`config.mk`:
```
export PLATFORM = sky130hd
export DESIGN_NAME = json_byte_tokenizer
export DESIGN_NICKNAME = d
export VERILOG_FILES = /design/src/rtl/jbt_pkg.sv /design/src/rtl/json_byte_tokenizer.sv /design/src/rtl/jbt_lexer.sv /design/src/rtl/jbt_res_queue.sv
export SDC_FILE = /design/constraint.sdc
export NUM_CORES = 1
export LEC_CHECK = 0
export BUFFER_PORTS_ARGS = -buffer_cell sky130_fd_sc_hd__buf_2
export CAP_MARGIN = 30
export CORE_MARGIN = 2
export CORE_UTILIZATION = 42
export CTS_CLUSTER_DIAMETER = 40
export CTS_CLUSTER_SIZE = 40
export DETAILED_ROUTE_END_ITERATION = 6
export PLACE_DENSITY = 0.59
export SLEW_MARGIN = 20
export SYNTH_ARGS = -nofsm -noshare
export SYNTH_HDL_FRONTEND = slang
export SYNTH_SLANG_ARGS = --single-unit
```
`constraint.sdc`:
```
create_clock -name clk -period 15.7 [get_ports clk]
set_input_delay 4.71 -clock clk [delete_from_list [all_inputs] [get_ports clk]]
set_output_delay 4.71 -clock clk [all_outputs]
set_load 0.01 [all_outputs]
```
`src/rtl/jbt_pkg.sv`:
```
// shared types, codes and keyword tables for the json byte tokenizer
// no dependencies
package jbt_pkg;

  localparam int OFFSET_BITS_DEF = 32;
  localparam int FIELD_W         = 32;
  localparam int RES_DEPTH       = 4;
  localparam int RES_PTR_W       = $clog2(RES_DEPTH);

  typedef enum logic [2:0] {
    MODE_IDLE,
    MODE_STRING,
    MODE_NUMBER,
    MODE_KEYWORD,
    MODE_HALTED
  } mode_t;

  localparam logic [3:0] KIND_LBRACE   = 4'd0;
  localparam logic [3:0] KIND_RBRACE   = 4'd1;
  localparam logic [3:0] KIND_LBRACKET = 4'd2;
  localparam logic [3:0] KIND_RBRACKET = 4'd3;
  localparam logic [3:0] KIND_COMMA    = 4'd4;
  localparam logic [3:0] KIND_COLON    = 4'd5;
  localparam logic [3:0] KIND_TRUE     = 4'd6;
  localparam logic [3:0] KIND_FALSE    = 4'd7;
  localparam logic [3:0] KIND_NULL     = 4'd8;
  localparam logic [3:0] KIND_INT      = 4'd9;
  localparam logic [3:0] KIND_DEC      = 4'd10;
  localparam logic [3:0] KIND_STR      = 4'd11;
  localparam logic [3:0] KIND_END      = 4'd12;

  localparam logic [1:0] ERR_NONE     = 2'd0;
  localparam logic [1:0] ERR_UNCLOSED = 2'd1;
  localparam logic [1:0] ERR_INVALID  = 2'd2;

  localparam logic [1:0] KW_TRUE  = 2'd0;
  localparam logic [1:0] KW_FALSE = 2'd1;
  localparam logic [1:0] KW_NULL  = 2'd2;

  typedef struct packed {
    logic [3:0]         kind;
    logic [FIELD_W-1:0] start;
    logic [FIELD_W-1:0] length;
    logic [1:0]         err;
    logic               last;
  } result_t;

  // keyword text, one byte at a time
  function automatic logic [7:0] kw_char(input logic [1:0] id, input logic [2:0] idx);
    logic [7:0] c;
    c = 8'h00;
    case (id)
      KW_TRUE: begin
        case (idx)
          3'd0: c = "t";
          3'd1: c = "r";
          3'd2: c = "u";
          3'd3: c = "e";
          default: c = 8'h00;
        endcase
      end
      KW_FALSE: begin
        case (idx)
          3'd0: c = "f";
          3'd1: c = "a";
          3'd2: c = "l";
          3'd3: c = "s";
          3'd4: c = "e";
          default: c = 8'h00;
        endcase
      end
      KW_NULL: begin
        case (idx)
          3'd0: c = "n";
          3'd1: c = "u";
          3'd2: c = "l";
          3'd3: c = "l";
          default: c = 8'h00;
        endcase
      end
      default: c = 8'h00;
    endcase
    return c;
  endfunction

  function automatic logic [2:0] kw_len(input logic [1:0] id);
    logic [2:0] n;
    case (id)
      KW_FALSE: n = 3'd5;
      default:  n = 3'd4;
    endcase
    return n;
  endfunction

  function automatic logic [3:0] kw_kind(input logic [1:0] id);
    logic [3:0] k;
    case (id)
      KW_FALSE: k = KIND_FALSE;
      KW_NULL:  k = KIND_NULL;
      default:  k = KIND_TRUE;
    endcase
    return k;
  endfunction

endpackage

```
`src/rtl/json_byte_tokenizer.sv`:
```
// Streaming JSON tokenizer. One byte (or an end-of-text marker) enters per request on the
// in_ channel and yields zero, one or two token requests on the out_ channel, each with
// kind, start offset, length, error code and a last_of_run flag on the final result of
// that byte. A byte is taken every cycle as long as the four-entry result queue has room
// for two more results; a byte that ends a number and is itself a token or an invalid byte
// (or the end marker after a number) produces two results, which leave the queue one
// after the other. The results of a byte are registered in the queue before they reach
// the out_ channel. After an end token or an error the block halts: further bytes are
// still taken but ignored, until reset. Offsets count in OFFSET_BITS bits, saturate at
// the top and are reported in their low 32 bits.
// depends on jbt_pkg, jbt_lexer and jbt_res_queue
module json_byte_tokenizer #(
  parameter int OFFSET_BITS = jbt_pkg::OFFSET_BITS_DEF
) (
  input  logic        clk,
  input  logic        rst_n,
  // byte input
  input  logic        in_valid,
  output logic        in_stall,
  input  logic [7:0]  in_data_byte,
  input  logic        in_end_of_text,
  // token output
  output logic        out_valid,
  input  logic        out_stall,
  output logic [3:0]  out_token_kind,
  output logic [31:0] out_token_start,
  output logic [31:0] out_token_length,
  output logic [1:0]  out_error_code,
  output logic        out_last_of_run
);

  logic             in_acc;
  logic             out_pop;
  logic             room2;
  logic [1:0]       res_cnt;
  jbt_pkg::result_t res0, res1, head;

  // hold off new bytes unless the queue can take two results
  assign in_stall = !room2;
  assign in_acc   = in_valid && !in_stall;
  assign out_pop  = out_valid && !out_stall;

  // per-byte mode update, results go straight into the queue
  jbt_lexer #(
    .OFFSET_BITS(OFFSET_BITS)
  ) u_lexer (
    .clk        (clk),
    .rst_n      (rst_n),
    .acc        (in_acc),
    .data_byte  (in_data_byte),
    .end_of_text(in_end_of_text),
    .res_cnt    (res_cnt),
    .res0       (res0),
    .res1       (res1)
  );

  // result queue decouples the two sides
  jbt_res_queue u_queue (
    .clk       (clk),
    .rst_n     (rst_n),
    .push_cnt  (res_cnt),
    .push0     (res0),
    .push1     (res1),
    .pop       (out_pop),
    .head_valid(out_valid),
    .head      (head),
    .room2     (room2)
  );

  assign out_token_kind   = head.kind;
  assign out_token_start  = head.start;
  assign out_token_length = head.length;
  assign out_error_code   = head.err;
  assign out_last_of_run  = head.last;

endmodule

```
`src/rtl/jbt_lexer.sv`:
```
// lexer state machine: per-byte mode update and up to two results per byte
// depends on jbt_pkg
module jbt_lexer #(
  parameter int OFFSET_BITS = jbt_pkg::OFFSET_BITS_DEF
) (
  input  logic             clk,
  input  logic             rst_n,
  input  logic             acc,
  input  logic [7:0]       data_byte,
  input  logic             end_of_text,
  output logic [1:0]       res_cnt,
  output jbt_pkg::result_t res0,
  output jbt_pkg::result_t res1
);

  localparam int FW = jbt_pkg::FIELD_W;

  jbt_pkg::mode_t         mode_r, mode_nxt;
  logic [OFFSET_BITS-1:0] pos_r, pos_nxt;
  logic [OFFSET_BITS-1:0] start_r, start_nxt;
  logic                   esc_r, esc_nxt;
  logic                   dot_r, dot_nxt;
  logic [1:0]             kwid_r, kwid_nxt;
  logic [2:0]             kwidx_r, kwidx_nxt;

  // byte classes for the between-tokens decode
  logic       is_mark, is_space, is_kw, is_quote, is_num;
  logic [3:0] mark_kind;
  logic [1:0] kw_first;

  logic                   pos_sat;
  logic [2:0]             kw_next_idx;
  logic                   kw_match;
  logic [OFFSET_BITS-1:0] str_start, str_len;
  logic [OFFSET_BITS:0]   kw_tok_len;
  jbt_pkg::result_t       num_res, idle_res;
  logic                   idle_go, idle_has;

  always_comb begin
    is_mark   = 1'b1;
    mark_kind = jbt_pkg::KIND_LBRACE;
    case (data_byte)
      "{":     mark_kind = jbt_pkg::KIND_LBRACE;
      "}":     mark_kind = jbt_pkg::KIND_RBRACE;
      "[":     mark_kind = jbt_pkg::KIND_LBRACKET;
      "]":     mark_kind = jbt_pkg::KIND_RBRACKET;
      ",":     mark_kind = jbt_pkg::KIND_COMMA;
      ":":     mark_kind = jbt_pkg::KIND_COLON;
      default: is_mark = 1'b0;
    endcase
    is_space = (data_byte == " ") || (data_byte == 8'h09) || (data_byte == 8'h0A) ||
               (data_byte == 8'h0B) || (data_byte == 8'h0C) || (data_byte == 8'h0D);
    is_kw    = 1'b1;
    kw_first = jbt_pkg::KW_TRUE;
    case (data_byte)
      "t":     kw_first = jbt_pkg::KW_TRUE;
      "f":     kw_first = jbt_pkg::KW_FALSE;
      "n":     kw_first = jbt_pkg::KW_NULL;
      default: is_kw = 1'b0;
    endcase
    is_quote = (data_byte == "\"");
    is_num   = ((data_byte >= "0") && (data_byte <= "9")) ||
               (data_byte == "-") || (data_byte == ".");
  end

  assign pos_sat     = (pos_r == {OFFSET_BITS{1'b1}});
  assign kw_next_idx = kwidx_r + 3'd1;
  assign kw_match    = (kwidx_r < jbt_pkg::kw_len(kwid_r)) &&
                       (data_byte == jbt_pkg::kw_char(kwid_r, kwidx_r));
  assign str_start   = (start_r != {OFFSET_BITS{1'b1}}) ? start_r + 1'b1 : start_r;
  assign str_len     = (pos_r > start_r) ? pos_r - start_r - 1'b1 : '0;
  assign kw_tok_len  = {1'b0, pos_r} - {1'b0, start_r} + 1'b1;

  always_comb begin
    num_res.kind   = dot_r ? jbt_pkg::KIND_DEC : jbt_pkg::KIND_INT;
    num_res.start  = FW'(start_r);
    num_res.length = FW'(pos_r - start_r);
    num_res.err    = jbt_pkg::ERR_NONE;
    num_res.last   = 1'b0;
  end

  always_comb begin
    mode_nxt  = mode_r;
    pos_nxt   = pos_r;
    start_nxt = start_r;
    esc_nxt   = esc_r;
    dot_nxt   = dot_r;
    kwid_nxt  = kwid_r;
    kwidx_nxt = kwidx_r;
    res_cnt   = 2'd0;
    res0      = '0;
    res1      = '0;
    idle_go   = 1'b0;
    idle_has  = 1'b0;
    idle_res  = '0;

    if (acc && (mode_r != jbt_pkg::MODE_HALTED)) begin
      if (end_of_text) begin
        mode_nxt = jbt_pkg::MODE_HALTED;
        case (mode_r)
          jbt_pkg::MODE_STRING: begin
            res0.start = FW'(start_r);
            res0.err   = jbt_pkg::ERR_UNCLOSED;
            res_cnt    = 2'd1;
          end
          jbt_pkg::MODE_KEYWORD: begin
            res0.start = FW'(start_r);
            res0.err   = jbt_pkg::ERR_INVALID;
            res_cnt    = 2'd1;
          end
          jbt_pkg::MODE_NUMBER: begin
            res0       = num_res;
            res1.kind  = jbt_pkg::KIND_END;
            res1.start = FW'(pos_r);
            res_cnt    = 2'd2;
          end
          default: begin
            res0.kind  = jbt_pkg::KIND_END;
            res0.start = FW'(pos_r);
            res_cnt    = 2'd1;
          end
        endcase
      end else begin
        if (!pos_sat) begin
          pos_nxt = pos_r + 1'b1;
        end
        case (mode_r)
          jbt_pkg::MODE_STRING: begin
            if (data_byte == 8'h0A) begin
              res0.start = FW'(start_r);
              res0.err   = jbt_pkg::ERR_UNCLOSED;
              res_cnt    = 2'd1;
              mode_nxt   = jbt_pkg::MODE_HALTED;
            end else if (!esc_r && is_quote) begin
              res0.kind   = jbt_pkg::KIND_STR;
              res0.start  = FW'(str_start);
              res0.length = FW'(str_len);
              res_cnt     = 2'd1;
              mode_nxt    = jbt_pkg::MODE_IDLE;
            end else begin
              esc_nxt = !esc_r && (data_byte == "\\");
            end
          end
          jbt_pkg::MODE_KEYWORD: begin
            if (kw_match) begin
              kwidx_nxt = kw_next_idx;
              if (kw_next_idx == jbt_pkg::kw_len(kwid_r)) begin
                res0.kind   = jbt_pkg::kw_kind(kwid_r);
                res0.start  = FW'(start_r);
                res0.length = FW'(kw_tok_len);
                res_cnt     = 2'd1;
                mode_nxt    = jbt_pkg::MODE_IDLE;
              end
            end else begin
              res0.start = FW'(start_r);
              res0.err   = jbt_pkg::ERR_INVALID;
              res_cnt    = 2'd1;
              mode_nxt   = jbt_pkg::MODE_HALTED;
            end
          end
          jbt_pkg::MODE_NUMBER: begin
            if (is_num) begin
              if (data_byte == ".") begin
                dot_nxt = 1'b1;
              end
            end else begin
              // number ends here, then the byte starts whatever follows
              res0     = num_res;
              res_cnt  = 2'd1;
              mode_nxt = jbt_pkg::MODE_IDLE;
              idle_go  = 1'b1;
            end
          end
          default: begin
            idle_go = 1'b1;
          end
        endcase

        if (idle_go) begin
          idle_res.start = FW'(pos_r);
          if (is_mark) begin
            idle_has        = 1'b1;
            idle_res.kind   = mark_kind;
            idle_res.length = FW'(1);
          end else if (is_space) begin
            idle_has = 1'b0;
          end else if (is_kw) begin
            mode_nxt  = jbt_pkg::MODE_KEYWORD;
            kwid_nxt  = kw_first;
            kwidx_nxt = 3'd1;
            start_nxt = pos_r;
          end else if (is_quote) begin
            mode_nxt  = jbt_pkg::MODE_STRING;
            esc_nxt   = 1'b0;
            start_nxt = pos_r;
          end else if (is_num) begin
            mode_nxt  = jbt_pkg::MODE_NUMBER;
            dot_nxt   = (data_byte == ".");
            start_nxt = pos_r;
          end else begin
            idle_has     = 1'b1;
            idle_res.err = jbt_pkg::ERR_INVALID;
            mode_nxt     = jbt_pkg::MODE_HALTED;
          end
          if (idle_has) begin
            if (res_cnt == 2'd0) begin
              res0    = idle_res;
              res_cnt = 2'd1;
            end else begin
              res1    = idle_res;
              res_cnt = 2'd2;
            end
          end
        end
      end
    end

    // flag the final result of this byte
    if (res_cnt == 2'd1) begin
      res0.last = 1'b1;
    end
    if (res_cnt == 2'd2) begin
      res1.last = 1'b1;
    end
  end

  always_ff @(posedge clk) begin
    if (!rst_n) begin
      mode_r  <= jbt_pkg::MODE_IDLE;
      pos_r   <= '0;
      start_r <= '0;
      esc_r   <= 1'b0;
      dot_r   <= 1'b0;
      kwid_r  <= 2'd0;
      kwidx_r <= 3'd0;
    end else begin
      mode_r  <= mode_nxt;
      pos_r   <= pos_nxt;
      start_r <= start_nxt;
      esc_r   <= esc_nxt;
      dot_r   <= dot_nxt;
      kwid_r  <= kwid_nxt;
      kwidx_r <= kwidx_nxt;
    end
  end

endmodule

```
`src/rtl/jbt_res_queue.sv`:
```
// result queue: takes up to two results a cycle, hands out one a cycle while pop is raised
// depends on jbt_pkg
module jbt_res_queue (
  input  logic             clk,
  input  logic             rst_n,
  input  logic [1:0]       push_cnt,
  input  jbt_pkg::result_t push0,
  input  jbt_pkg::result_t push1,
  input  logic             pop,
  output logic             head_valid,
  output jbt_pkg::result_t head,
  output logic             room2
);

  localparam int PW = jbt_pkg::RES_PTR_W;

  jbt_pkg::result_t mem_r [jbt_pkg::RES_DEPTH];
  logic [PW-1:0]    wr_ptr_r, wr_ptr_nxt;
  logic [PW-1:0]    rd_ptr_r, rd_ptr_nxt;
  logic [PW:0]      cnt_r, cnt_nxt;
  logic [PW-1:0]    wr_ptr_1;

  assign wr_ptr_1   = wr_ptr_r + 1'b1;
  assign head_valid = (cnt_r != '0);
  assign head       = mem_r[rd_ptr_r];
  assign room2      = (cnt_r <= (PW+1)'(jbt_pkg::RES_DEPTH - 2));

  always_comb begin
    wr_ptr_nxt = wr_ptr_r + PW'(push_cnt);
    rd_ptr_nxt = pop ? rd_ptr_r + 1'b1 : rd_ptr_r;
    cnt_nxt    = cnt_r + (PW+1)'(push_cnt) - (PW+1)'(pop);
  end

  always_ff @(posedge clk) begin
    if (push_cnt != 2'd0) begin
      mem_r[wr_ptr_r] <= push0;
    end
    if (push_cnt == 2'd2) begin
      mem_r[wr_ptr_1] <= push1;
    end
  end

  always_ff @(posedge clk) begin
    if (!rst_n) begin
      wr_ptr_r <= '0;
      rd_ptr_r <= '0;
      cnt_r    <= '0;
    end else begin
      wr_ptr_r <= wr_ptr_nxt;
      rd_ptr_r <= rd_ptr_nxt;
      cnt_r    <= cnt_nxt;
    end
  end

endmodule

```
After elaboration in Yosys (flattened, before gate mapping)
Memory sizes are Yosys's and may differ from the RTL's. A register that Yosys moved wholly into a read port is not among the register bits. Index checks and enable logic that the tools add are counted.

Memories kept: 1. Flip-flop bits (word level): 81. Memory bits (writable): 284. Input port bits: 13. Word-level logic and storage cells: 224.

Equality and inequality tests: 35. Muxes and demuxes: 125. Magnitude comparators: 5. Bitwise logic cells: 4. Reductions and logical operators: 32. Add/subtract/negate cells: 12.

Memories: u_queue.mem_r (words 4, width 71, rd ports 1, clocked after memory_dff 1, write ports 2, RTL line jbt_res_queue.sv:17) `jbt_pkg::result_t mem_r [jbt_pkg::RES_DEPTH];`.

Operator list (number): two-way mux 71 bit (9); two-way mux 32 bit (11); one-hot mux 70 bit (3 select lines) (1); two-way mux 68 bit (2); adder 32 x 1 -> 32 bit (second input constant) (3); two-way mux 36 bit (2); two-way mux 70 bit (1); two-way mux 3 bit (23); equality test 8 x 7 -> 1 bit (second input constant) (8); subtractor 32 bit (2); equality test 8 x 6 -> 1 bit (second input constant) (6); two-way mux 1 bit (42); equality test 8 x 4 -> 1 bit (second input constant) (5); two-way mux 2 bit (19); two-way mux 35 bit (1); one-hot mux 7 bit (5 select lines) (1); equality test 32 bit (second input constant) (1); > comparator 32 bit (1); inequality test 32 bit (second input constant) (1); subtractor 32 x 1 -> 32 bit (second input constant) (1); one-hot mux 7 bit (4 select lines) (1); one-hot mux 8 bit (3 select lines) (1); one-hot mux 7 bit (3 select lines) (1); one-hot mux 4 bit (2 select lines) (2); 37 further kinds (68).

Longest topological paths before layout
Gate-level depths: netlist (run 1).

Depth after elaboration: 25. Mapped depth: 25. Depth with buffers taken out: 23.

Cells and area by module
A second synthesis (run 1) with hierarchy kept.

Cell total of the unflattened synthesis: 2445. Area total of the unflattened synthesis: 26357.8 um^2.

Modules (own cells, without submodules): jbt_res_queue (cells an instance 734, sequential area each 8708.4 um^2, times used 1, area each 14378.8 um^2); jbt_lexer (cells an instance 1708, sequential area each 1481.4 um^2, times used 1, area each 11955.2 um^2); json_byte_tokenizer (cells an instance 3, sequential area each 0.0 um^2, times used 1, area each 23.8 um^2).

Worst setup path before layout (run 1)
No wires, ideal clock.

Path kind: input to register. Start: input in_data_byte[6]. End: memory u_queue.mem_r[3][0] (netlist name), enable pin. Library setup time: 0.524 ns. Slack: 6.485 ns. Cell stages on the path: 16. Data required time: 15.176 ns. Arrival time: 8.691 ns. Cells stage by stage: nor3b_1 > or4b_1 > nand3_1 > clkbuf_1 > nand2_1 > buf_2 > nor2_1 > inv_1 > ha_1 > and3_1 > clkbuf_1 > a21o_1 > nand2_1 > clkbuf_1 > clkbuf_1 > nand2_1.

RTL lines: start, declared (RTL line json_byte_tokenizer.sv:20) `input logic [7:0] in_data_byte,`; end, declared (RTL line jbt_res_queue.sv:17).

Final worst setup path (run 1)
Start: input in_data_byte[5]. End: register u_queue.cnt_r[2].

Cells in the longest elaborated chain, start to end: 18. Elaborated cells on any way between the ends: 61. Classes of those cells: 2 x add/sub; 2 x order compare; 19 x eq/ne; 25 x mux; 13 x reduce/logical.

RTL lines: greater-or-equal comparator 8 x 6 -> 1 bit or <= comparator 8 x 6 -> 1 bit (tied branches) (RTL line jbt_lexer.sv:62) `is_num = ((data_byte >= "0") && (data_byte <= "9")) ||`; logical AND 1 bit (RTL line jbt_lexer.sv:62); logical OR 1 bit (RTL line jbt_lexer.sv:62); logical OR 1 bit (RTL line jbt_lexer.sv:63) `(data_byte == "-") || (data_byte == ".");`; two-way mux 1 bit (RTL line jbt_lexer.sv:162, jbt_lexer.sv:196); two-way mux 1 bit (RTL line jbt_lexer.sv:192) `end else if (is_quote) begin`; two-way mux 1 bit (RTL line jbt_lexer.sv:187) `end else if (is_kw) begin`; two-way mux 1 bit (RTL line jbt_lexer.sv:185) `end else if (is_space) begin`; [... 2 more ...]; two-way mux 1 bit (RTL line jbt_lexer.sv:98) `if (end_of_text) begin`; two-way mux 1 bit (RTL line jbt_lexer.sv:97) `if (acc && (mode_r != jbt_pkg::MODE_HALTED)) begin`; two-way mux 2 bit (RTL line jbt_lexer.sv:205) `if (idle_has) begin`; two-way mux 2 bit * (RTL line jbt_lexer.sv:179) `if (idle_go) begin`; two-way mux 2 bit * (RTL line jbt_lexer.sv:98); two-way mux 2 bit * (RTL line jbt_lexer.sv:97); adder 3 x 2 -> 3 bit * (RTL line jbt_res_queue.sv:31) `cnt_nxt = cnt_r + (PW+1)'(push_cnt) - (PW+1)'(pop);`; subtractor 3 x 1 -> 3 bit * (RTL line jbt_res_queue.sv:31); end signal, assigned (RTL line jbt_res_queue.sv:51) `cnt_r <= cnt_nxt;`; end, declared (RTL line jbt_res_queue.sv:20) `logic [PW:0] cnt_r, cnt_nxt;`.

Every way passes the cells marked *; elsewhere a longest branch is shown, timed or not. The select of a mux whose other input is x is not followed. A chain may end at the register's enable or synchronous reset.

==> flow_results.org, run 1 <==
** Clock tree
- CTS built an H-tree with a depth of 2.
- In this run, post-CTS hold repair placed 0 buffers.
- CTS tree :: built
- Register clock-pin slew on the reported worst setup and hold paths :: 60 ps
- Source-to-sink clock delay at the later pin of the worst-skew pair :: 640 ps
- After clock tree synthesis, the setup repair step added 0 buffers.
- Post-cts sizing count :: 0
- Buffers inserted during clock tree synthesis total 61.
- Root Driver :: sky130_fd_sc_hd__clkbuf_16
- Clk sinks :: 367
- The clock passes through at most 3 buffers.

** Yosys
- Post-synth design cell area :: 24300 µm²
- Synth cell types :: 88
- Number of flops mapped to enable cells by yosys :: 156
- Warning count from the yosys run :: 0
- For this run, the leading register cell type out of synthesis is sky130_fd_sc_hd__dfxtp_1.
- Post-synthesis sequential area ratio :: 36.7%
- Yosys reg bits :: 367
- Net count after synthesis :: 2818
- Post-synthesis instance total :: 2696
- Avg Inst Size Synth :: 9.00 µm²
- Asr flop ratio synth :: 0%

** Worst setup path
- Arrival time worst endpoint :: 10040 ps
- In this design, the largest share of critical-path delay is due to simple AND/OR/NAND/NOR gates.
- The setup check on the worst reg-to-reg path leaves a slack of 9010 ps.
- For the worst flop-to-flop path, the logic depth is 23.
- Largest stage delay on the critical path :: 800 ps
- The critical path runs through a total of 20 cells.
- For the worst setup path, the data required time is 16230 ps.
- The worst setup path is launched from a primary input.
- Among all stages on the critical path, the largest delay is contributed by sky130_fd_sc_hd__o41ai_2.
- The critical path in this run is classified as primary input to register.
- The endpoint identified for the worst register-to-register timing path is u_queue.cnt_r[2].
- The critical path contains buffers and inverters numbering 4 combined.
- Along the worst path, the maximum fanout reaches 13.
- STA classifies the critical path endpoint as a register.
- Critical path, cell by cell :: buf_2 -> or4_1 -> a211o_1 -> o41ai_2 -> nand2_1 -> nor2_1 -> inv_1 -> ha_1 -> nand2_1 -> a31oi_1 -> a21oi_1 -> nand2b_1 -> ha_1 -> inv_1 -> ha_1 -> inv_1 -> fa_1 -> xor2_1 -> xnor2_1 -> and2_1
- In this run the critical register-to-register path is launched from u_lexer.kwidx_r[0].

** Route
- Violation count after the first detailed-route iteration :: 2192
- # DRC :: 0
- Routed wire length on met3 :: 7000 µm
- Vias per Instance :: 6.35
- Vias after detailed routing :: 22.2k
- Post-DR wirelength/cell :: 25.2 µm
- Met2 Wirelength :: 39300 µm
- The detailed router put a total of 38500 µm of wire on met1.
- Topmost layer with routed signal wires :: met4
- Once detail routing completed, the nets flagged for antenna violations numbered 0.
- DRT Pass-1 Iters :: 6
- Total wire length :: 88000 µm

** Hold path
- The worst hold path begins at u_queue.mem_r[0][8].
- Along the worst hold path, the cell count comes to 2.
- The tightest min-delay check is of the register to register type.
- End of the worst hold path :: u_queue.mem_r[0][8]

** Timing
- Of the available clock period, the critical path in the final layout requires 60.6%.
- Number of hold violations in the final report :: 0
- Peak clock frequency supported by timing :: 0.105 GHz
- Time the worst path needs with I/O delays and setup :: 9510 ps
- Sum Neg Setup Slack :: 0 ps
- The final-report max-slew violation count was 0.
- Worst clock skew :: 25.1 ps
- Setup violations remaining at the end of the flow were counted as 0.
- Across all setup checks in the final design, the least slack found is 6190 ps.
- Measured against its own limit, the worst slew margin works out to 30.5%.
- For the pin with the worst max-slew slack, the measured transition is 1040 ps.
- Setup repair after global routing missed its margin :: no

** Global route
- The initial antenna violation count came to 0.
- Global-route wire length before repair :: 134000 µm
- Total routing usage reported by global routing :: 29.3%
- Entering global routing, the biggest net connects 83 pins.
- Via count of the first global-routing pass :: 21.2k
- Overflow after GRT :: 0

** Floorplanning
- In this run the count of I/O pins placed on the die edge is 86.
- Vertical die dimension :: 244 µm
- The initialized floorplan defines 88 standard-cell rows.
- The die covers 59700 µm².
- Measured along the x axis, the die boundary spans 244 µm.
- The region available for standard cell placement spans 57400 µm².
- Starting Density :: 42.3%

** Finish
- With fillers left out, the area of the finished cells amounts to 27300 µm².
- Share of layout cells above drive strength 1 :: 13.9%
- Measured on the finished design, the core utilization comes to 47.7%.
- The filler cells instantiated in the layout total 5434.
- Compared with the post-synthesis result, the final layout area differs by 12.6%.
- Number of nets in the layout :: 2802

** Placement
- Count of buffers from port buffering :: 85
- Detailed placement ended at an HPWL of 62200 µm.
- At the end of routability-driven placement, the weighted congestion stood at 0.975.
- Standard cell area after detailed placement :: 25300 µm²
- Before CTS, the worst setup slack after placement is 5750 ps.

** Power and ir drop
- Summed over all cells, the static leakage comes to 0.00981 µW.
- Power spread over the standard cell area amounts to 113 nW/µm².
- Worst VDD drop :: 0.127 mV
- The design draws 3080 µW.

** Flow run
- Max Cap Violations :: 0

** Run status
- Outcome :: complete, no violations
==> worst max-delay path by stage <==
stage	start	to
finish	in_data_byte[5]	u_queue.cnt_r[2]
global route	in_data_byte[5]	u_queue.cnt_r[2]
CTS	in_data_byte[5]	u_queue.mem_r[2][44]
detailed placement	in_data_byte[5]	u_queue.cnt_r[2]
global placement	in_data_byte[5]	u_queue.cnt_r[2]
floorplan	in_data_byte[6]	u_queue.mem_r[3][0]
==> layout make-up <==
cell class / count / area [µm²] / share of cell area, %
Timing Repair Buffer: 137 / 818 / 2.99
Sequential cell: 367 / 8920 / 32.6
Clock buffer: 66 / 1590 / 5.80
Multi-Input combinational cell: 2033 / 14300 / 52.3
Tap cell: 765 / 957 / 3.50
Inverter: 80 / 300 / 1.10
Clock inverter: 48 / 453 / 1.66
Antenna cell: 1 / 2.50 / 0.00915
==> per-stage QoR <==
step                hold slack, ps  std cells
global route                   471       3496
detailed placement             448       3378
floorplan                      431       2696
global placement               440       3376
CTS                            457       3492
finish                         456       3497
==> tightest hold or removal path: cells and delay by family (launching register included) <==
kind | cells | cell delay, ps
AND/OR/NAND/NOR | 2 | 100
flip-flops | 1 | 310
==> flip-flops by register name, indices dropped and copies added, names as in the netlist, named ones only <==
register	count
u_queue.mem_r	284
u_queue.rd_ptr_r	2
u_lexer.esc_r	1
u_queue.cnt_r	3
u_lexer.mode_r	3
u_lexer.pos_r	32
u_lexer.kwid_r	2
u_queue.wr_ptr_r	2
u_lexer.kwidx_r	3
u_lexer.start_r	32
==> where the power goes <==
group          switching, µW  leakage [µW]  total, µW  internal, µW
sequential              58.8       0.00317       1140          1080
combinational            374       0.00565        621           248
clock                    536      0.000992       1320           783
total                    968       0.00981       3080          2110
==> Yosys cell counts (15+ instances only) <==
library cell	number	area, µm²
sky130_fd_sc_hd__nand2_1	295	1110
sky130_fd_sc_hd__dfxtp_1	211	4220
sky130_fd_sc_hd__nand3_1	200	1000
sky130_fd_sc_hd__o21ai_0	188	941
sky130_fd_sc_hd__clkbuf_1	172	646
sky130_fd_sc_hd__edfxtp_1	156	4680
sky130_fd_sc_hd__nor2_1	129	484
sky130_fd_sc_hd__a21oi_1	104	521
sky130_fd_sc_hd__a22o_1	100	876
sky130_fd_sc_hd__inv_1	79	297
sky130_fd_sc_hd__ha_1	77	963
sky130_fd_sc_hd__mux4_2	71	1600
sky130_fd_sc_hd__o21ai_1	66	330
sky130_fd_sc_hd__xnor2_1	65	569
sky130_fd_sc_hd__and2_1	49	307
sky130_fd_sc_hd__nor3_1	49	245
sky130_fd_sc_hd__a21boi_0	44	330
sky130_fd_sc_hd__a31oi_1	38	238
sky130_fd_sc_hd__fa_1	32	641
sky130_fd_sc_hd__nand4_1	32	200
sky130_fd_sc_hd__or3_1	30	188
sky130_fd_sc_hd__buf_2	28	140
sky130_fd_sc_hd__nand2b_1	27	169
sky130_fd_sc_hd__o211ai_1	27	203
sky130_fd_sc_hd__nor2b_1	25	156
sky130_fd_sc_hd__o22ai_1	25	156
sky130_fd_sc_hd__a221oi_1	24	210
sky130_fd_sc_hd__and3_1	24	150
sky130_fd_sc_hd__xor2_1	24	210
sky130_fd_sc_hd__nor4_1	23	144
sky130_fd_sc_hd__a211oi_1	21	158
sky130_fd_sc_hd__a21o_1	19	143
sky130_fd_sc_hd__or2_2	15	93.8
==> layout by cell type (no fill, tap or decap), types with 19 or more instances in the layout <==
cell                        Yosys  final
sky130_fd_sc_hd__a211oi_1      21     21
sky130_fd_sc_hd__a21boi_0      44     44
sky130_fd_sc_hd__a21o_1        19     19
sky130_fd_sc_hd__a21oi_1      104    103
sky130_fd_sc_hd__a221oi_1      24     24
sky130_fd_sc_hd__a22o_1       100    100
sky130_fd_sc_hd__a31oi_1       38     38
sky130_fd_sc_hd__and2_1        49     49
sky130_fd_sc_hd__and3_1        24     23
sky130_fd_sc_hd__buf_2         28     87
sky130_fd_sc_hd__buf_4          1     47
sky130_fd_sc_hd__clkbuf_16      0     62
sky130_fd_sc_hd__dfxtp_1      211    209
sky130_fd_sc_hd__edfxtp_1     156    156
sky130_fd_sc_hd__fa_1          32     32
sky130_fd_sc_hd__ha_1          77     77
sky130_fd_sc_hd__inv_1         79     79
sky130_fd_sc_hd__mux4_2        71     71
sky130_fd_sc_hd__nand2_1      295    291
sky130_fd_sc_hd__nand2b_1      27     27
sky130_fd_sc_hd__nand3_1      200    196
sky130_fd_sc_hd__nand4_1       32     32
sky130_fd_sc_hd__nor2_1       129    122
sky130_fd_sc_hd__nor2b_1       25     25
sky130_fd_sc_hd__nor3_1        49     48
sky130_fd_sc_hd__nor4_1        23     22
sky130_fd_sc_hd__o211ai_1      27     27
sky130_fd_sc_hd__o21ai_0      188    188
sky130_fd_sc_hd__o21ai_1       66     66
sky130_fd_sc_hd__o22ai_1       25     25
sky130_fd_sc_hd__or3_1         30     30
sky130_fd_sc_hd__xnor2_1       65     65
sky130_fd_sc_hd__xor2_1        24     24
==> cells by family (layout without fill, tap and decap cells) <==
group | Yosys count | count (layout) | synth area share (%)
flops | 367 | 367 | 36.7
fa+ha+maj | 109 | 109 | 6.61
other cells | 0 | 1 | 0
mux | 81 | 81 | 7.02
simple gates | 957 | 957 | 19.5
buf+inv | 296 | 331 | 4.77
compound gates | 797 | 797 | 22.2
xor+xnor | 89 | 89 | 3.21
==> routing by layer <==
layer	track usage, %	vias to the layer above
li1	-	10090
met1	41.2	10939
met2	45.3	1029
met3	4.77	163
met4	10.8	0
met5	0	-
Power figures use the tool's default switching activity.
==> run 2: changes to the inputs <==
--- a/config.mk
+++ b/config.mk
@@ -12,7 +12,7 @@
 export CTS_CLUSTER_DIAMETER = 40
 export CTS_CLUSTER_SIZE = 40
 export DETAILED_ROUTE_END_ITERATION = 6
-export PLACE_DENSITY = 0.59
+export PLACE_DENSITY = 0.61
 export SLEW_MARGIN = 20
 export SYNTH_ARGS = -nofsm -noshare
 export SYNTH_HDL_FRONTEND = slang
==> constraint.sdc (replaced) <==
create_clock -name clk -period 8.1 [get_ports clk]
set_input_delay 2.43 -clock clk [delete_from_list [all_inputs] [get_ports clk]]
set_output_delay 2.43 -clock clk [all_outputs]
set_load 0.01 [all_outputs]
==> run 2 against run 1 <==
The run now ends with design-rule violations left; sequential share of layout area fell by 0.097 points; combinational power rose by 93%; critical path depth did not move; final cell count fell by 0.11%; routed wire length fell by 2.6%; global-route usage fell by 1.2 points; largest power group unchanged.
==> flow_results.org, run 2 (synthesis results as in run 1) <==
** Run status
- Outcome :: finished, violations left (was complete, no violations)
- The final reports fail on design-rule violations.

** Route
- Vias after detailed routing :: 22.1k (was 22.2k)
- The average via count per standard cell came to 6.33 (was 6.35).
- DRT antenna net count :: 0 (unchanged)
- The final wirelength came to 85700 µm (was 88000 µm).
- The number of DRC violations after detailed routing is 7 (was 0).
- The count of TritonRoute iterations in the first routing pass was 7 (was 6).
- Post-DR wirelength/cell :: 24.5 µm (was 25.2 µm)
- The first-iteration detailed-routing DRC count came to 2328 (was 2192).

** Worst setup path
- Kind of launch point of the worst setup path :: primary input (unchanged)
- The maximum fanout count along the critical path is 8 (was 13).
- Kind of end point of the critical path :: register (unchanged)
- The worst setup path category was primary input to register (unchanged).
- Arrival time worst endpoint :: 7270 ps (was 10040 ps)
- The data required time at the worst endpoint came to 8630 ps (was 16230 ps).

** Placement
- The weighted congestion at the end of routability-driven global placement came to 0.988 (was 0.975).
- The number of buffers added on ports was 85 (unchanged).
- The post-placement worst setup slack is 821 ps (was 5750 ps).
- The HPWL reported at the end of detailed placement was 61200 µm (was 62200 µm).

** Clock tree
- Count of H-tree levels built during CTS :: 2 (unchanged)
- The source-to-sink clock delay at the later pin of the worst-skew pair is 640 ps (about the same).
- CTS Hold Bufs :: 0 (unchanged)
- The clock tree from TritonCTS was built (unchanged).
- Post-cts sizing count :: 0 (unchanged)
- Maximum number of buffers from clock root to sink :: 3 (unchanged)
- The clock root buffer master was sky130_fd_sc_hd__clkbuf_16 (unchanged).
- The CTS buffer count came to 59 (was 61).
- The post-CTS setup buffer count is 0 (unchanged).
- Clk sinks :: 367 (unchanged)
- Register clock-pin slew on the reported worst setup and hold paths :: 60 ps (about the same)

** Finish
- Number of nets in the layout :: 2797 (was 2802)
- Regs by FF count :: u_queue.mem_r x284, u_lexer.pos_r x32, u_lexer.start_r x32 (unchanged)
- Share of layout cells above drive strength 1 :: 13.7% (was 13.9%)
- The register containing the most flip-flops in the final layout is u_queue.mem_r (unchanged).
- Leading cell types in the layout, fill and taps excluded: 291 x sky130_fd_sc_hd__nand2_1, 209 x sky130_fd_sc_hd__dfxtp_1, 196 x sky130_fd_sc_hd__nand3_1 (unchanged).
- The flip-flop count of the largest register after layout came to 284 (unchanged).
- Most common cell after layout, fill and taps aside :: sky130_fd_sc_hd__nand2_1 (unchanged)
- Layout area overhead :: 13.0% (was 12.6%)

** Timing
- Sum Neg Setup Slack :: 0 ps (unchanged)
- The routed design could run at a clock period as short as 6740 ps.
- Final cycle utilization of the critical path :: 83.2%
- Number of pins with negative max-slew slack in the final report :: 0 (unchanged)
- Peak clock frequency supported by timing :: 0.148 GHz
- The total setup violations reported at the end of the flow was 0 (unchanged).
- The tightest slew margin relative to the limit came to 27.9% (was 30.5%).
- Setup repair after global routing missed its margin :: no (unchanged)
- Number of hold violations in the final report :: 0 (unchanged)
- Worst clock skew :: 59.6 ps (was 25.1 ps)
- Post-route worst setup slack :: 1360 ps (was 6190 ps)
- Worst-Margin Slew :: 1080 ps (was 1040 ps)

** Floorplanning
- Die footprint :: 59700 µm² (unchanged)
- Floorplan row count :: 88 (unchanged)
- The initial standard-cell utilization of the core is 42.3% (unchanged).
- The core footprint is 57400 µm² (unchanged).
- Top-Level Pins :: 86 (unchanged)
- The x dimension of the die is 244 µm (unchanged).
- Vertical die dimension :: 244 µm (unchanged)

** Power and ir drop
- Worst VDD drop :: 0.234 mV (was 0.127 mV)
- The power density over the cells is 222 nW/µm² (was 113 nW/µm²).
- Leakage power summed over all cells :: 0.00984 µW (was 0.00981 µW)

** Global route
- Total routing usage reported by global routing :: 28.1% (was 29.3%)
- Via count of the first global-routing pass :: 20.9k (was 21.2k)
- Overflow after GRT :: 0 (unchanged)
- Initial antenna violation count :: 2 (was 0)
- Global-route wire length before repair :: 130000 µm (was 134000 µm)
- Pin count of the biggest net entering global routing :: 83 (unchanged)

** Hold path
- The class of the worst hold path was register to register (unchanged).

** Flow run
- The max-cap check violation count is 0 (unchanged).
==> run 2: cell types whose count changed in the layout (fill, tap and decap cells not counted), moves of 2 or more <==
cell,before,now
sky130_fd_sc_hd__bufinv_16,2,8
sky130_fd_sc_hd__buf_12,1,5
sky130_fd_sc_hd__clkinvlp_4,7,4
sky130_fd_sc_hd__clkbuf_16,62,59
sky130_fd_sc_hd__nor2_2,6,8
sky130_fd_sc_hd__clkbuf_8,2,0
sky130_fd_sc_hd__buf_4,47,42
sky130_fd_sc_hd__clkinv_2,11,8
sky130_fd_sc_hd__nor2_4,3,1
sky130_fd_sc_hd__inv_6,10,13
==> run 2: area by class of cell <==
type,instances,area (µm²)
fill,5351,29900
multi-input combinational,2033,14300
sequential,367,8920
clock buffer,62,1490
tap,765,957
timing repair buffer,134,851
clock inverter,50,619
inverter,80,300
antenna,2,5.00
==> run 2: critical path: stages <==
cell	delay (ps)
sky130_fd_sc_hd__buf_2	140
sky130_fd_sc_hd__or4_1	560
sky130_fd_sc_hd__a211o_1	390
sky130_fd_sc_hd__o41ai_2	670
sky130_fd_sc_hd__nand2_1	150
sky130_fd_sc_hd__nor2_1	220
sky130_fd_sc_hd__inv_1	80
sky130_fd_sc_hd__ha_1	310
sky130_fd_sc_hd__nand2_1	80
sky130_fd_sc_hd__a31oi_1	90
sky130_fd_sc_hd__a21oi_1	530
sky130_fd_sc_hd__nand2b_1	260
sky130_fd_sc_hd__ha_1	250
sky130_fd_sc_hd__inv_1	60
sky130_fd_sc_hd__ha_1	130
sky130_fd_sc_hd__inv_1	50
sky130_fd_sc_hd__fa_1	430
sky130_fd_sc_hd__xor2_1	160
sky130_fd_sc_hd__xnor2_1	130
sky130_fd_sc_hd__and2_1	150
==> run 2: power breakdown <==
| group | total [µW] | switching, µW | internal (µW) | leakage, µW |
|---|---|---|---|---|
| combinational | 1200 | 709 | 495 | 0.00565 |
| sequential | 2220 | 130 | 2090 | 0.00317 |
| clock | 2660 | 1030 | 1630 | 0.00102 |
==> run 2: worst paths after layout <==
path | from | endpoint | slack (ps) | cells after the start
min reg2reg | u_queue.mem_r[2][6] | u_queue.mem_r[2][6] | 460 | 2
max | in_data_byte[5] | u_queue.cnt_r[2] | 1360 | 20
min | u_queue.mem_r[2][6] | u_queue.mem_r[2][6] | 460 | 2
max reg2reg | u_lexer.kwidx_r[0] | u_queue.cnt_r[2] | 1930 | 23
==> run 2: metal layers <==
layer / track usage [%] / up-vias / routed length, µm
li1: - / 10084 / -
met1: 38.9 / 10905 / 36800
met2: 44.2 / 949 / 39200
met3: 4.63 / 178 / 6620
met4: 10.2 / 0 / 3100
met5: 0 / - / 0
==> run 2: metrics by stage <==
stage | cell area [µm²] | cells | power, µW | hold WS, ps | utilization [%]
2_1_floorplan | 24300 | 2696 | 3010 | 431 | -
3_3_place_gp | 25300 | 3377 | 3440 | 439 | 44.1
3_5_place_dp | 25300 | 3378 | 3460 | 450 | 44.1
4_1_cts | 27400 | 3490 | 6130 | 460 | 47.8
5_1_grt | 27400 | 3492 | 6310 | 480 | 47.8
6_report | 27400 | 3493 | 6090 | 459 | 47.8
